--- src/rtl/idrp_pkg.sv ---
// ----------------------------------------------------------------------------
// idrp_pkg
// Types and constants shared by the IDE ROM paging block.
// ----------------------------------------------------------------------------
package idrp_pkg;

    localparam int CTRL_W     = 8;
    localparam int CONMEM_BIT = 7;
    localparam int MAPRAM_BIT = 6;

    // port decode: 101x_xx11 selects a task-file register
    localparam logic [2:0] PORT_HI_MATCH = 3'b101;
    localparam logic [1:0] PORT_LO_MATCH = 2'b11;
    localparam logic [2:0] IDX_CMD_STAT  = 3'd7;

    typedef enum logic [2:0] {
        OP_CTRL_WRITE = 3'd0,
        OP_AUTOMAP    = 3'd1,
        OP_SOFT_RESET = 3'd2,
        OP_HARD_RESET = 3'd3,
        OP_PORT_DEC   = 3'd4
    } t_op;

    typedef enum logic [0:0] {
        CFG_ENABLED  = 1'b0,
        CFG_WPROTECT = 1'b1
    } t_cfg_idx;

    typedef struct packed {
        logic enabled;
        logic wprotect;
    } t_cfg;

    typedef struct packed {
        logic [CTRL_W-1:0] ctrl;
        logic              automap;
        logic              active;
    } t_state;

    typedef struct packed {
        logic       paged_in;
        logic       bank0_source;
        logic       bank0_writable;
        logic [1:0] bank1_page;
        logic       bank1_writable;
        logic [2:0] ide_register_index;
        logic       ide_attached;
    } t_result;

endpackage

--- src/rtl/idrp_ctrl.sv ---
// ----------------------------------------------------------------------------
// idrp_ctrl
// Control register, automap and paged-in flags with their next-state logic.
// ----------------------------------------------------------------------------
module idrp_ctrl (
    input  logic                i_clk,
    input  logic                i_rst_n,
    input  logic                i_accept,
    input  logic [2:0]          i_operation,
    input  logic [7:0]          i_control_value,
    input  logic                i_automap_level,
    input  idrp_pkg::t_cfg      i_cfg,
    output idrp_pkg::t_state    o_next
);
    import idrp_pkg::*;

    t_state r_state;
    t_state n_state;
    logic   apply;

    always_comb begin
        n_state = r_state;
        apply   = 1'b0;
        case (t_op'(i_operation))
            OP_CTRL_WRITE: begin
                if (i_cfg.enabled) begin
                    n_state.ctrl             = i_control_value;
                    n_state.ctrl[MAPRAM_BIT] = i_control_value[MAPRAM_BIT]
                                             | r_state.ctrl[MAPRAM_BIT];
                    apply = 1'b1;
                end
            end
            OP_AUTOMAP: begin
                n_state.automap = i_automap_level;
                apply = 1'b1;
            end
            OP_SOFT_RESET, OP_HARD_RESET: begin
                n_state.active = 1'b0;
                if (i_cfg.enabled) begin
                    n_state.ctrl = '0;
                    if (t_op'(i_operation) == OP_SOFT_RESET) begin
                        n_state.ctrl[MAPRAM_BIT] = r_state.ctrl[MAPRAM_BIT];
                    end
                    n_state.automap = 1'b0;
                    apply = 1'b1;
                end
            end
            default: begin
            end
        endcase
        if (apply) begin
            if (n_state.ctrl[CONMEM_BIT]) begin
                n_state.active = 1'b1;
            end else if (i_cfg.wprotect || n_state.ctrl[MAPRAM_BIT]) begin
                n_state.active = n_state.automap;
            end else begin
                n_state.active = 1'b0;
            end
        end
    end

    always_ff @(posedge i_clk) begin
        if (!i_rst_n) begin
            r_state <= '0;
        end else if (i_accept) begin
            r_state <= n_state;
        end
    end

    assign o_next = n_state;

endmodule

--- src/rtl/idrp_map.sv ---
// ----------------------------------------------------------------------------
// idrp_map
// Bank mapping and IDE port decode from the updated paging state.
// ----------------------------------------------------------------------------
module idrp_map #(
    parameter int RAM_PAGES = 4
) (
    input  idrp_pkg::t_state  i_state,
    input  idrp_pkg::t_cfg    i_cfg,
    input  logic [2:0]        i_operation,
    input  logic [7:0]        i_port_low,
    output idrp_pkg::t_result o_result
);
    import idrp_pkg::*;

    localparam int PW      = $clog2(RAM_PAGES);
    localparam int ENTRIES = 1 << CTRL_W;

    logic [PW-1:0] page_tab [ENTRIES];
    logic [PW-1:0] page;

    // control byte mod page count, fixed at elaboration
    for (genvar g = 0; g < ENTRIES; g++) begin : g_tab
        assign page_tab[g] = PW'(g % RAM_PAGES);
    end

    assign page = page_tab[i_state.ctrl];

    always_comb begin
        o_result          = '0;
        o_result.paged_in = i_state.active;
        if (i_state.active) begin
            o_result.bank1_page = page[1:0];
            if (i_state.ctrl[CONMEM_BIT]) begin
                o_result.bank0_writable = ~i_cfg.wprotect;
                o_result.bank1_writable = 1'b1;
            end else if (i_state.ctrl[MAPRAM_BIT]) begin
                o_result.bank0_source   = 1'b1;
                o_result.bank1_writable = (page != PW'(3));
            end else begin
                o_result.bank1_writable = 1'b1;
            end
        end
        if (t_op'(i_operation) == OP_PORT_DEC) begin
            o_result.ide_attached = i_cfg.enabled;
            if (i_port_low[7:5] == PORT_HI_MATCH && i_port_low[1:0] == PORT_LO_MATCH) begin
                o_result.ide_register_index = i_port_low[4:2];
            end else begin
                o_result.ide_register_index = IDX_CMD_STAT;
            end
        end
    end

endmodule

--- src/rtl/ide_interface_rom_paging.sv ---
// ----------------------------------------------------------------------------
// ide_interface_rom_paging
// ROM paging logic of an IDE interface: control register, automap, bank map.
//
//   channel | direction | handshake              | word
//   --------+-----------+------------------------+-------------------------
//   in      | input     | i_in_valid / o_in_stall | operation and operands
//   out     | output    | o_out_valid / i_out_stall | paging state, IDE decode
//   cfg     | input     | i_cfg_valid / o_cfg_ready | register index, data
//
// One word per cycle while the input is not stalled; the result appears in the
// cycle after acceptance, from the single result register. The input stalls
// only while a result is held by a stalled output. Synchronous active-low
// reset clears state and config; config is always ready.
// ----------------------------------------------------------------------------
module ide_interface_rom_paging #(
    parameter int RAM_PAGES = 4
) (
    input  logic       i_clk,
    input  logic       i_rst_n,
    input  logic       i_in_valid,
    output logic       o_in_stall,
    input  logic [2:0] i_operation,
    input  logic [7:0] i_control_value,
    input  logic       i_automap_level,
    input  logic [7:0] i_port_low,
    output logic       o_out_valid,
    input  logic       i_out_stall,
    output logic       o_paged_in,
    output logic       o_bank0_source,
    output logic       o_bank0_writable,
    output logic [1:0] o_bank1_page,
    output logic       o_bank1_writable,
    output logic [2:0] o_ide_register_index,
    output logic       o_ide_attached,
    input  logic       i_cfg_valid,
    output logic       o_cfg_ready,
    input  logic       i_cfg_index,
    input  logic       i_cfg_data
);
    import idrp_pkg::*;

    t_cfg    r_cfg;
    t_state  next_state;
    t_result result;
    t_result r_result;
    logic    r_out_valid;
    logic    accept;

    assign o_in_stall  = r_out_valid & i_out_stall;
    assign accept      = i_in_valid & ~o_in_stall;
    assign o_cfg_ready = 1'b1;

    always_ff @(posedge i_clk) begin
        if (!i_rst_n) begin
            r_cfg <= '0;
        end else if (i_cfg_valid) begin
            case (t_cfg_idx'(i_cfg_index))
                CFG_ENABLED:  r_cfg.enabled  <= i_cfg_data;
                CFG_WPROTECT: r_cfg.wprotect <= i_cfg_data;
                default: begin
                end
            endcase
        end
    end

    idrp_ctrl u_ctrl (
        .i_clk           (i_clk),
        .i_rst_n         (i_rst_n),
        .i_accept        (accept),
        .i_operation     (i_operation),
        .i_control_value (i_control_value),
        .i_automap_level (i_automap_level),
        .i_cfg           (r_cfg),
        .o_next          (next_state)
    );

    idrp_map #(
        .RAM_PAGES (RAM_PAGES)
    ) u_map (
        .i_state     (next_state),
        .i_cfg       (r_cfg),
        .i_operation (i_operation),
        .i_port_low  (i_port_low),
        .o_result    (result)
    );

    always_ff @(posedge i_clk) begin
        if (!i_rst_n) begin
            r_out_valid <= 1'b0;
        end else if (accept) begin
            r_out_valid <= 1'b1;
        end else if (!i_out_stall) begin
            r_out_valid <= 1'b0;
        end
    end

    always_ff @(posedge i_clk) begin
        if (accept) begin
            r_result <= result;
        end
    end

    assign o_out_valid          = r_out_valid;
    assign o_paged_in           = r_result.paged_in;
    assign o_bank0_source       = r_result.bank0_source;
    assign o_bank0_writable     = r_result.bank0_writable;
    assign o_bank1_page         = r_result.bank1_page;
    assign o_bank1_writable     = r_result.bank1_writable;
    assign o_ide_register_index = r_result.ide_register_index;
    assign o_ide_attached       = r_result.ide_attached;

endmodule

--- config.mk ---
export PLATFORM = sky130hd
export DESIGN_NAME = ide_interface_rom_paging
export DESIGN_NICKNAME = d
export VERILOG_FILES = /design/src/rtl/idrp_pkg.sv /design/src/rtl/idrp_ctrl.sv /design/src/rtl/idrp_map.sv /design/src/rtl/ide_interface_rom_paging.sv
export SDC_FILE = /design/constraint.sdc
export NUM_CORES = 1
export LEC_CHECK = 0
export ABC_CLOCK_PERIOD_IN_PS = 2000
export BUFFER_PORTS_ARGS = -buffer_cell sky130_fd_sc_hd__clkbuf_2
export CELL_PAD_IN_SITES_DETAIL_PLACEMENT = 0
export CELL_PAD_IN_SITES_GLOBAL_PLACEMENT = 1
export CORE_ASPECT_RATIO = 1.25
export CORE_MARGIN = 3
export CORE_UTILIZATION = 34
export CTS_CLUSTER_DIAMETER = 60
export DETAILED_ROUTE_END_ITERATION = 12
export PLACE_DENSITY = 0.79
export SYNTH_ARGS = -nofsm -noshare
export SYNTH_HDL_FRONTEND = slang
export SYNTH_SLANG_ARGS = --single-unit
--- constraint.sdc ---
create_clock -name i_clk -period 2 [get_ports i_clk]
set_clock_uncertainty 0.05 [all_clocks]
set_input_delay 0.1 -clock i_clk [delete_from_list [all_inputs] [get_ports i_clk]]
set_output_delay 0.1 -clock i_clk [all_outputs]
set_load 0.005 [all_outputs]
* Word-level counts from Yosys, hierarchy flattened
Memories as Yosys holds them, arrays and structs flattened. Index checks and enable logic that the tools add are counted.
Word-level totals: register bits after elaboration 23, output and inout port bits 13, memories 1, word-level logic and storage cells 59, ROM bits 512, bits of input ports 27
Memory list:
- (no name shown) | words 256, bits a word 2, read ports 1, clocked after Yosys merged registers in 0, write ports 0, RTL line idrp_map.sv:27 | assign page = page_tab[i_state.ctrl];
Cells by class: mux-type cells 19, bitwise operators 8, magnitude comparators 1, equal/unequal tests 8, reductions and logical operators 9
Operators by type and width (count):
- 8-bit one-hot mux with 2 select lines | 1
- 1-bit two-way mux | 11
- 9-bit greater-or-equal comparator, second input constant | 1
- 9-bit two-way mux | 1
- 8-bit NOT with 9-bit output | 1
- 8-bit two-way mux | 1
- 3-bit by 2-bit equality test with 1-bit output, second input constant | 2
- 3-bit equality test, second input constant | 2
- 2-bit AND reduction | 3
- 2-bit two-way mux | 2
- 1-bit NOT | 4
- 1-bit one-hot mux with 2 select lines | 2
- 2-bit OR reduction | 2
- 3-bit by 1-bit equality test with 1-bit output, second input constant | 1
- 3-bit logical NOT | 1
- 3-bit two-way mux | 1
- 3-bit OR reduction | 1
- 1-bit bitwise AND | 2
- 2-bit equality test, second input constant | 1
- 2-bit by 1-bit inequality test with 1-bit output, second input constant | 1
- 2-bit inequality test, second input constant | 1
- 1-bit logical AND | 1
- 1-bit logical OR | 1
- 1-bit bitwise OR | 1

* Longest topological paths before layout
Gate-level depths: netlist (run 1).
depth in word-level cells 11, depth in mapped cells 6, gate-level depth less buffers 5

* Hierarchy
Synthesis (run 1) repeated with hierarchy kept, for this count alone.
Unflattened totals: cells, all modules 109, area, all modules 1157.4 µm²
Modules (own cells, without submodules):
- idrp_ctrl | area an instance 611.8 µm², cells each 66, sequential area each 200.2 µm², times used 1
- ide_interface_rom_paging | area an instance 435.4 µm², cells each 25, sequential area each 360.3 µm², times used 1
- idrp_map | area an instance 110.1 µm², cells each 18, sequential area each 0.0 µm², times used 1

* Worst setup path after synthesis (run 1)
No wires, ideal clock.
path kind register to register, start reg r_out_valid, in the netlist o_out_valid, end reg r_result (netlist bit o_bank0_source), enable pin, library setup time 0.379 ns, setup slack 0.373 ns, required time 1.571 ns, period minus slack after synthesis 1.627 ns, cell stages (with the launch flop) 4, arrival 1.198 ns, path buffers 1, cell sequence dfxtp_1 -> and2_1 -> nor2b_1 -> clkbuf_1
Between the ends: longest elaborated chain between the ends 3
Ends and longest elaborated chain:
- start: declaration | RTL line ide_interface_rom_paging.sv:47 | logic r_out_valid;
- start signal: assignment | RTL line ide_interface_rom_paging.sv:90 | r_out_valid <= 1'b0;
- start signal: assignment | RTL line ide_interface_rom_paging.sv:92 | r_out_valid <= 1'b1;
- start signal: assignment | RTL line ide_interface_rom_paging.sv:94 | r_out_valid <= 1'b0;
- 1-bit bitwise AND | RTL line ide_interface_rom_paging.sv:50 | assign o_in_stall = r_out_valid & i_out_stall;
- named net o_in_stall | RTL line ide_interface_rom_paging.sv:22 | output logic o_in_stall,
- 1-bit NOT | RTL line ide_interface_rom_paging.sv:51 | assign accept = i_in_valid & ~o_in_stall;
- 1-bit bitwise AND | RTL line ide_interface_rom_paging.sv:51
- named net accept | RTL line ide_interface_rom_paging.sv:48 | logic accept;
- end signal: assignment | RTL line ide_interface_rom_paging.sv:100 | r_result <= result;
- end: declaration | RTL line ide_interface_rom_paging.sv:46 | t_result r_result;
The timed path passes the listed nets, and every way through them passes these cells. A chain may end at the register's enable or synchronous reset.

* Final worst setup path (run 1)
start reg r_cfg[1] in the netlist's numbering, end reg r_result (netlist bit o_bank1_writable) (data pin)
Between the ends: longest elaborated chain between the ends 9, elaborated cells on any way between the ends 17, those cells by class eq/ne: 1; mux: 13; bitwise: 1; reduce/logical: 1; memory: 1
Ends and longest elaborated chain:
- start: declaration | RTL line ide_interface_rom_paging.sv:43 | t_cfg r_cfg;
- 9-bit two-way mux or 8-bit two-way mux (tied branches) | RTL line idrp_ctrl.sv:39, idrp_ctrl.sv:26
- 8-bit one-hot mux with 2 select lines | RTL line idrp_ctrl.sv:24 | case (t_op'(i_operation))
- 8-bit NOT with 9-bit output (implied by the code) | RTL line idrp_map.sv:27
- memory read 256 x 2 bit
- 2-bit two-way mux (implied by the code) (2 in a row) | RTL line idrp_map.sv:27
- 2-bit inequality test | RTL line idrp_map.sv:39 | o_result.bank1_writable = (page != PW'(3));
- 1-bit two-way mux | RTL line idrp_map.sv:37 | end else if (i_state.ctrl[MAPRAM_BIT]) begin
- 1-bit two-way mux | RTL line idrp_map.sv:34 | if (i_state.ctrl[CONMEM_BIT]) begin
Several ways; a longest one is shown, not always the timed one. The select of a mux whose other input is x is not followed.

==> results of run 1 <==
registers in the layout (all words and copies together), names as in the netlist, 2 cells and up:
| register | cells |
|---|---|
| o_bank1_page | 2 |
| o_ide_register_index | 3 |
| r_cfg | 2 |
| u_ctrl.r_state | 6 |
worst max-delay path: stages, from the launching register on:
cell and delay [ps]:
sky130_fd_sc_hd__dfxtp_1 460, sky130_fd_sc_hd__nand2b_1 130, sky130_fd_sc_hd__nor3_1 300, sky130_fd_sc_hd__a22oi_1 180, sky130_fd_sc_hd__nor4b_1 310, sky130_fd_sc_hd__nor2_1 70
final cells by class:
cell class	instances	area, um2	area share [%]
flip-flops and latches	19	480	41.8
well taps	33	41.3	3.59
clock buffers	4	26.3	2.29
repair buffers	36	188	16.3
inverters	4	15.0	1.31
multi-input cells	58	399	34.7
stage by stage:
step	std cells	cell area (um2)
2_1_floorplan	85	921
3_3_place_gp	149	1110
3_5_place_dp	149	1110
4_1_cts	154	1150
5_1_grt	154	1150
6_report	154	1150
power breakdown:
group / total (uW) / internal [uW] / switching (uW)
logic: 126 / 61.1 / 64.4
registers: 448 / 437 / 11.5
clock network: 185 / 77.5 / 107
total: 759 / 576 / 183
what timing repair did:
item,in CTS,in global routing
hold buffers,1,0
buffers inserted,0,0
hold endpoints to repair,1,0
layer usage:
layer  routed length (um)  up-vias
met5                    0        -
met4                   33        0
met3                  101        2
met2                  925       24
met1                  756      363
li1                     -      385
worst paths after layout:
kind,from,end,cells after the start
worst max register to register,r_cfg[1],o_bank1_writable,5
worst min register to register,r_cfg[0],r_cfg[0],2
worst min-delay path,i_cfg_data,r_cfg[0],3
worst max-delay path,r_cfg[1],o_bank1_writable,5
logic make-up (layout without fill, tap and decap cells):
group / Yosys count / after routing / synth area share (%)
flops: 19 / 19 / 52.2
mux: 1 / 1 / 1.09
buf+inv: 8 / 44 / 4.48
other cells: 1 / 1 / 0.407
compound gates: 24 / 24 / 22.6
simple gates: 32 / 32 / 19.3
cell usage in the layout, fill, tap and decap left out, types with 2 or more instances in the layout:
cell,netlist,layout
sky130_fd_sc_hd__a22oi_1,3,3
sky130_fd_sc_hd__a41oi_1,2,2
sky130_fd_sc_hd__and2_1,2,2
sky130_fd_sc_hd__clkbuf_2,0,34
sky130_fd_sc_hd__clkbuf_4,0,3
sky130_fd_sc_hd__dfxtp_1,9,9
sky130_fd_sc_hd__edfxtp_1,10,10
sky130_fd_sc_hd__inv_1,4,4
sky130_fd_sc_hd__nand2_1,8,8
sky130_fd_sc_hd__nand2b_1,2,2
sky130_fd_sc_hd__nand3_1,3,3
sky130_fd_sc_hd__nor2_1,4,4
sky130_fd_sc_hd__nor2b_1,5,5
sky130_fd_sc_hd__nor3_1,2,2
sky130_fd_sc_hd__o211a_1,5,5
sky130_fd_sc_hd__o21a_1,5,5
sky130_fd_sc_hd__o21ai_0,2,2
==> results.sh, run 1 <==
export IMPL_grt_antenna_before_repair=0
export IMPL_worst_ep_required_time_ps=2000
export IMPL_dpl_worst_slack_ps=293
export IMPL_route_vias_total=774
export IMPL_drtIter0Drc=31
export IMPL_grt_util_all_layers_pct=11.7
export IMPL_routed_wl_mm=1.82
export IMPL_final_util_pct=46.0
export IMPL_slew_viol_final=0
export IMPL_die_w_um=52.6
export IMPL_clock_tree_from_tritoncts="yes"
export IMPL_gp_routability_congestion=0.756
export IMPL_fp_coreArea_um2=2500
export IMPL_total_power_uw=759
export IMPL_fin_setup_tns_ps=0
export IMPL_postSynthRegisterBits=19
export IMPL_most_numerous_cell_types_in_the_synthesized_netlist="sky130_fd_sc_hd__edfxtp_1 (10), sky130_fd_sc_hd__dfxtp_1 (9), sky130_fd_sc_hd__nand2_1 (8)"
export IMPL_fillers=258
export IMPL_cts_sinks=19
export IMPL_async_set_or_reset_flop_fraction_in_the_synthesized_netlist_pct=0
export IMPL_worst_ep_arrival_time_ps=1720
export IMPL_timing_final_hold_violations=0
export IMPL_groute_layer_met2_usage_pct=19.7
export IMPL_synth_fp_nets=112
export IMPL_drtAntennaViolNets=0
export IMPL_fmax_ghz=0.580
export IMPL_grt_pass1_wl_mm=3.02
export IMPL_antenna_cells_inserted=0
export IMPL_post_dp_hpwl_mm=1.38
export IMPL_setup_worst_path_end_class="flop"
export IMPL_clockBufferDepth=2
export IMPL_boundaryPins=40
export IMPL_synth_area_um2=921
export IMPL_minimum_clock_period_ps=1730
export IMPL_finalSetupViolations=0
export IMPL_layout_drive_gt1_share_pct=35.5
export IMPL_rsz_0062_raised_after_global_routing="false"
export IMPL_cts_htree_levels=1
export IMPL_holdCritPathClass="in2reg"
export IMPL_vdd_ir_drop_max_v=0.000243
export IMPL_grt_start_max_net_pins=23
export IMPL_setup_worst_path_class="reg2reg"
export IMPL_drc=0
export IMPL_grt_overflow_total=0
export IMPL_post_synth_top_area_fraction_pct=32.6
export IMPL_yosys_area_top_type="sky130_fd_sc_hd__edfxtp_1"
export IMPL_maxCapViolCount=0
export IMPL_initial_utilization_pct=36.8
export IMPL_post_syn_area_per_cell_um2=10.8
export IMPL_post_route_worst_setup_slack_ps=274
export IMPL_worst_skew_pair_late_latency_ps=290
export IMPL_netlist_top_cells_area="sky130_fd_sc_hd__edfxtp_1 (33%), sky130_fd_sc_hd__dfxtp_1 (20%), sky130_fd_sc_hd__o211a_1 (5.4%), sky130_fd_sc_hd__o21a_1 (4.1%), sky130_fd_sc_hd__nor2b_1 (3.4%)"
export IMPL_placement_row_count=20
export IMPL_die_height_um=64.2
export IMPL_synth_main_ff_cell="sky130_fd_sc_hd__edfxtp_1"
export IMPL_finalNetCount=149
export IMPL_detailedRoute_firstPassIterationCount=4
export IMPL_met1_usage_pct=13.7
export IMPL_synth_warnings=0
export IMPL_cp_max_fo=7
export IMPL_syn_instance_count=85
export IMPL_synth_enable_flop_cells=10
export IMPL_status="completed"
export IMPL_static_leakage_power_uw=0.000527
export IMPL_holdWs_ps=12.2
export IMPL_worstSetupStartpointType="flop"
export IMPL_final_period_utilization_pct=86.3
export IMPL_clockRootBuffer="sky130_fd_sc_hd__clkbuf_4"
export IMPL_routed_wire_length_per_instance_um=11.8
export IMPL_cts_repair_resized=0
export IMPL_area_growth_syn_to_layout_pct=24.9
export IMPL_yosys_cell_types_count=33
export IMPL_port_buffer_count=34
export IMPL_number_of_global_route_vias_before_repair=731
export IMPL_clk_transition_reported_paths_ps=100
export IMPL_synth_most_common_cell="sky130_fd_sc_hd__edfxtp_1"
export IMPL_gr_max_usage_layer="met2"
export IMPL_power_density_cell_area_nw_per_um2=660
export IMPL_grt_util_met3_pct=1.40
export IMPL_die_area_um2=3370
export IMPL_reg2reg_setup_slack_ps=270
export IMPL_detail_route_vias_per_cell=5.03
export IMPL_tritoncts_num_buffers=3
export IMPL_synth_seq_area_share_pct=52.2
No activity file was read; power rests on OpenSTA's default activity.
==> run 2: changes to the inputs <==
--- a/config.mk
+++ b/config.mk
@@ -14,7 +14,8 @@
 export CORE_UTILIZATION = 34
 export CTS_CLUSTER_DIAMETER = 60
 export DETAILED_ROUTE_END_ITERATION = 12
-export PLACE_DENSITY = 0.79
+export HOLD_SLACK_MARGIN = 0.05
+export PLACE_DENSITY = 0.88
 export SYNTH_ARGS = -nofsm -noshare
 export SYNTH_HDL_FRONTEND = slang
 export SYNTH_SLANG_ARGS = --single-unit
==> run 2 against run 1 <==
Compared with the run above: utilization grew 1.6 points; routed wire length grew 1.3%; power shrank 0.27%; count of clock-buffer cells in the layout is the same; non-clock buffer count grew 4; combinational power grew 4%; cell count grew 2.6%; critical endpoint unchanged; largest cell class unchanged; highest routed layer unchanged.
==> results.sh, run 2 (synthesis results as in run 1) <==
export IMPL_cts_sinks=19
export IMPL_largest_register_ff_count=6
export IMPL_dpl_cell_count=149
export IMPL_switching_power_uw=177
export IMPL_drtAntennaViolNets=0
export IMPL_boundaryPins=40
export IMPL_minimum_clock_period_ps=1720
export IMPL_route_vias_total=767
export IMPL_worst_path_max_stage_delay_ps=450
export IMPL_cp_max_fo=7
export IMPL_worstSetupStartpointType="flop"
export IMPL_layout_drive_gt1_share_pct=34.4
export IMPL_cts_htree_levels=1
export IMPL_finalNetCount=153
export IMPL_clk_transition_reported_paths_ps=90
export IMPL_routed_wire_length_per_instance_um=11.7
export IMPL_detail_route_vias_per_cell=4.85
export IMPL_timing_final_hold_violations=0
export IMPL_drc=0
export IMPL_share_clk_of_total_power_pct=23.3
export IMPL_die_w_um=52.6
export IMPL_setup_worst_path_class="reg2reg"
export IMPL_postLayoutCellArea_um2=1190
export IMPL_final_util_pct=47.6
export IMPL_worstPathCellList="nand2b_1, nor3_1, a22oi_1, nor4b_1, nor2_1"
export IMPL_min_delay_worst_endpoint="o_ide_register_index[2]"
export IMPL_grt_overflow_total=0
export IMPL_critical_path_buf_inv_count=0
export IMPL_critPathLaunch="r_cfg[1]"
export IMPL_clock_tree_from_tritoncts="yes"
export IMPL_detailedRoute_firstPassIterationCount=4
export IMPL_routed_wl_mm=1.84
export IMPL_worst_ep_arrival_time_ps=1710
export IMPL_tritoncts_num_buffers=3
export IMPL_fillers=255
export IMPL_critical_path_top_delay_family="simple AND/OR/NAND/NOR gates"
export IMPL_maxCapViolCount=0
export IMPL_gp_routability_congestion=0.805
export IMPL_min_delay_start="i_port_low[4]"
export IMPL_port_buffer_count=34
export IMPL_worst_skew_pair_late_latency_ps=280
export IMPL_largest_register="u_ctrl.r_state"
export IMPL_holdCritPathClass="in2reg"
export IMPL_worst_ep_required_time_ps=1990
export IMPL_grt_antenna_before_repair=0
export IMPL_count_of_non_filler_cells_in_the_finished_layout=158
export IMPL_static_leakage_power_uw=0.000542
export IMPL_power_share_combinational_pct=17.3
export IMPL_cts_repair_resized=0
export IMPL_cellInternalPower_uw=580
export IMPL_power_density_cell_area_nw_per_um2=636
export IMPL_clockBufferDepth=2
export IMPL_rsz_0062_raised_after_global_routing="false"
export IMPL_die_height_um=64.2
export IMPL_number_of_global_route_vias_before_repair=762
export IMPL_dpl_cell_area_um2=1110
export IMPL_fmax_ghz=0.580
export IMPL_setup_worst_path_end_class="flop"
export IMPL_worst_hold_path_num_cells=2
export IMPL_drtIter0Drc=15
export IMPL_fp_coreArea_um2=2500
export IMPL_post_dp_hpwl_mm=1.41
export IMPL_area_growth_syn_to_layout_pct=29.2
export IMPL_vdd_ir_drop_max_v=0.000277
export IMPL_fin_setup_tns_ps=0
export IMPL_placement_row_count=20
export IMPL_layout_cells_most_common="sky130_fd_sc_hd__clkbuf_2"
export IMPL_reg2reg_from="r_cfg[1]"
export IMPL_reg2reg_depth=5
export IMPL_reg2reg_setup_slack_ps=280
export IMPL_crit_slowest_cell="sky130_fd_sc_hd__dfxtp_1"
export IMPL_slew_viol_final=0
export IMPL_final_period_utilization_pct=86.1
export IMPL_grt_util_all_layers_pct=12.2
export IMPL_critical_path_reg2reg_endpoint="o_bank1_writable"
export IMPL_clockRootBuffer="sky130_fd_sc_hd__clkbuf_4"
export IMPL_die_area_um2=3370
export IMPL_status="completed"
export IMPL_grt_pass1_wl_mm=3.14
export IMPL_finalSetupViolations=0
export IMPL_total_power_uw=757
export IMPL_power_switching_fraction_pct=23.3
export IMPL_antenna_cells_inserted=0
export IMPL_layout_cells_most_common_list="sky130_fd_sc_hd__clkbuf_2 (34), sky130_fd_sc_hd__edfxtp_1 (10), sky130_fd_sc_hd__dfxtp_1 (9)"
export IMPL_grt_start_max_net_pins=23
export IMPL_sequential_group_share_of_total_power_pct=59.3
export IMPL_initial_utilization_pct=36.8
run 2: worst register-to-register path, stage by stage, from the launching register on:
cell and delay (ps):
sky130_fd_sc_hd__dfxtp_1 450, sky130_fd_sc_hd__nand2b_1 130, sky130_fd_sc_hd__nor3_1 290, sky130_fd_sc_hd__a22oi_1 190, sky130_fd_sc_hd__nor4b_1 320, sky130_fd_sc_hd__nor2_1 60
run 2: repair_timing:
item	CTS	global route
endpoints found under the setup margin	0	0
hold buffers	4	1
setup buffers	0	0
hold endpoints to repair	4	1
run 2: power groups by stage:
stage	registers, uW	logic, uW	clock network [uW]
2_1_floorplan	458	73.7	0
3_3_place_gp	457	122	0
3_5_place_dp	458	125	0
4_1_cts	449	131	186
5_1_grt	451	148	208
6_report	449	131	177
run 2: final cells by class:
class	instances	area, um2	share of cell area [%]
Tap cell	33	41.3	3.47
Timing Repair Buffer	40	228	19.1
Clock buffer	4	26.3	2.21
Sequential cell	19	480	40.4
Inverter	4	15.0	1.26
Multi-Input combinational cell	58	399	33.5
run 2: per-layer routing:
| metal | vias to the layer above | part of all wire [%] | GRT usage, % |
|---|---|---|---|
| met5 | - | 0 | 0 |
| met4 | 0 | 1.6 | 5.75 |
| met3 | 2 | 5.9 | 2.33 |
| met2 | 26 | 52 | 21.1 |
| met1 | 346 | 41 | 13.8 |
| li1 | 393 | - | - |
run 2: how the worst max path moves through the flow:
stage | endpoint | slack [ps] | cells after the start
after CTS | o_bank1_writable | 300 | 5
final | o_bank1_writable | 280 | 5
after detailed placement | o_bank1_writable | 310 | 5
after floorplan | o_bank0_source | 370 | 3
after global placement | o_bank1_writable | 300 | 5
after global routing | o_bank1_writable | 130 | 5
run 2: through the flow:
stage / hold WS (ps) / setup slack, ps
floorplan: 174 / 373
detailed placement: 282 / 310
global placement: 273 / 299
global route: 64.6 / 134
finish: 62.9 / 277
CTS: 51.7 / 302
==> run 3: changes to the inputs <==
--- a/config.mk
+++ b/config.mk
@@ -9,7 +9,6 @@
 export BUFFER_PORTS_ARGS = -buffer_cell sky130_fd_sc_hd__clkbuf_2
 export CELL_PAD_IN_SITES_DETAIL_PLACEMENT = 0
 export CELL_PAD_IN_SITES_GLOBAL_PLACEMENT = 1
-export CORE_ASPECT_RATIO = 1.25
 export CORE_MARGIN = 3
 export CORE_UTILIZATION = 34
 export CTS_CLUSTER_DIAMETER = 60
==> run 3 against run 2 <==
Compared with the run above: critical path depth did not move; cell area fell by 0.53%; cell count fell by 1.9%; global-route usage rose by 0.57 points; fmax rose by 3.6%.
==> results.sh, run 3 (synthesis results as in run 1) <==
export IMPL_layout_cells_most_common="sky130_fd_sc_hd__clkbuf_2"
export IMPL_boundaryPins=40
export IMPL_routed_wire_length_per_instance_um=12.8
export IMPL_setup_worst_path_end_class="flop"
export IMPL_cts_htree_levels=1
export IMPL_fp_coreArea_um2=2520
export IMPL_min_delay_start="i_cfg_valid"
export IMPL_final_period_utilization_pct=83.1
export IMPL_gp_routability_congestion=0.892
export IMPL_layout_cells_most_common_list="sky130_fd_sc_hd__clkbuf_2 (34), sky130_fd_sc_hd__edfxtp_1 (10), sky130_fd_sc_hd__dfxtp_1 (9)"
export IMPL_post_dp_hpwl_mm=1.56
export IMPL_holdWs_ps=69.0
export IMPL_worstPathCellList="nand2b_1, nor3_1, a22oi_1, nor4b_1, nor2_1"
export IMPL_clockRootBuffer="sky130_fd_sc_hd__clkbuf_4"
export IMPL_port_buffer_count=34
export IMPL_worst_ep_arrival_time_ps=1650
export IMPL_largest_register="u_ctrl.r_state"
export IMPL_grt_pass1_wl_mm=3.32
export IMPL_reg2reg_setup_slack_ps=340
export IMPL_timing_final_hold_violations=0
export IMPL_grt_overflow_total=0
export IMPL_final_util_pct=46.9
export IMPL_power_density_cell_area_nw_per_um2=647
export IMPL_finalNetCount=153
export IMPL_slew_viol_final=0
export IMPL_critical_path_reg2reg_endpoint="o_bank1_writable"
export IMPL_drtAntennaViolNets=0
export IMPL_grt_antenna_before_repair=0
export IMPL_initial_utilization_pct=36.5
export IMPL_area_growth_syn_to_layout_pct=28.5
export IMPL_rsz_0062_raised_after_global_routing="false"
export IMPL_multiInputGateArea_um2=399
export IMPL_worstSetupStartpointType="flop"
export IMPL_layout_drive_gt1_share_pct=35.2
export IMPL_post_route_worst_setup_slack_ps=338
export IMPL_die_height_um=58.0
export IMPL_grt_start_max_net_pins=23
export IMPL_dpl_worst_slack_ps=354
export IMPL_worst_hold_path_num_cells=4
export IMPL_die_area_um2=3370
export IMPL_cts_hold_buffers_added=4
export IMPL_finalSetupViolations=0
export IMPL_fillers=243
export IMPL_maxCapViolCount=0
export IMPL_fin_setup_tns_ps=0
export IMPL_clock_tree_from_tritoncts="yes"
export IMPL_tritoncts_num_buffers=3
export IMPL_reg2reg_depth=5
export IMPL_postCtsSetupBuffers=0
export IMPL_drtIter0Drc=21
export IMPL_worst_skew_pair_late_latency_ps=280
export IMPL_minimum_clock_period_ps=1660
export IMPL_cts_repair_resized=0
export IMPL_number_of_global_route_vias_before_repair=738
export IMPL_clk_transition_reported_paths_ps=100
export IMPL_detail_route_vias_per_cell=5.06
export IMPL_min_delay_worst_endpoint="r_cfg[0]"
export IMPL_clockBufferDepth=2
export IMPL_setup_worst_path_class="reg2reg"
export IMPL_cts_sinks=19
export IMPL_route_vias_total=785
export IMPL_vdd_ir_drop_max_v=0.000413
export IMPL_detailedRoute_firstPassIterationCount=4
export IMPL_worst_ep_required_time_ps=1990
export IMPL_worst_path_max_stage_delay_ps=390
export IMPL_fmax_ghz=0.602
export IMPL_holdCritPathClass="in2reg"
export IMPL_crit_slowest_cell="sky130_fd_sc_hd__dfxtp_1"
export IMPL_placement_row_count=18
export IMPL_status="completed"
export IMPL_cp_max_fo=4
export IMPL_reg2reg_from="r_cfg[1]"
export IMPL_antenna_cells_inserted=0
export IMPL_die_w_um=58.0
export IMPL_routed_wl_mm=1.99
export IMPL_grt_util_all_layers_pct=12.7
export IMPL_static_leakage_power_uw=0.000543
export IMPL_largest_register_ff_count=6
export IMPL_combined_flip_flop_and_latch_cell_area_um2=480
export IMPL_drc=0
run 3: cell types whose count changed in the layout (fill, tap and decap cells not counted), sizes merged:
cell         before  now
buf               1    2
dlygate4sd3       5    4
run 3: how the worst max path moves through the flow:
stage                      startpoint          endpoint  cells past startpoint
finish                       r_cfg[1]  o_bank1_writable                      5
global route                 r_cfg[1]  o_bank1_writable                      5
CTS                 u_ctrl.r_state[1]    o_bank0_source                      5
detailed placement     i_operation[2]    o_bank0_source                      6
global placement             r_cfg[1]  o_bank1_writable                      5
floorplan                 o_out_valid    o_bank0_source                      3
run 3: where the power goes:
part | total, uW | leakage (uW) | switching (uW) | internal [uW]
Sequential | 449 | 0.000175 | 12.2 | 437
Combinational | 134 | 0.000353 | 68.4 | 65.8
Clock | 182 | 0.0000150 | 105 | 77.4
Total | 766 | 0.000543 | 185 | 580
run 3: metrics by stage:
step / cell area (um2) / power [uW] / instances
6_report: 1180 / 766 / 155
5_1_grt: 1180 / 812 / 155
4_1_cts: 1180 / 774 / 155
3_5_place_dp: 1120 / 587 / 147
3_3_place_gp: 1120 / 581 / 147
2_1_floorplan: 921 / 532 / 85
run 3: routing by layer:
metal	vias up	share of wire, %	global-route usage (%)
li1	395	-	-
met1	360	44	16.6
met2	30	50	20.8
met3	0	5.6	3.12
met4	0	0	3.97
met5	-	0	0
run 3: critical path, delay by kind of cell (launching register included):
kind               cells  cell delay (ps)
and+or+nand+nor        4              800
AOI/OAI and AO/OA      1              190
DFF                    1              390
run 3: cell type report:
class / instances / share of cell area, %
Tap cell: 30 / 3.17
Inverter: 4 / 1.27
Timing Repair Buffer: 40 / 19.0
Sequential cell: 19 / 40.6
Multi-Input combinational cell: 58 / 33.7
Clock buffer: 4 / 2.22
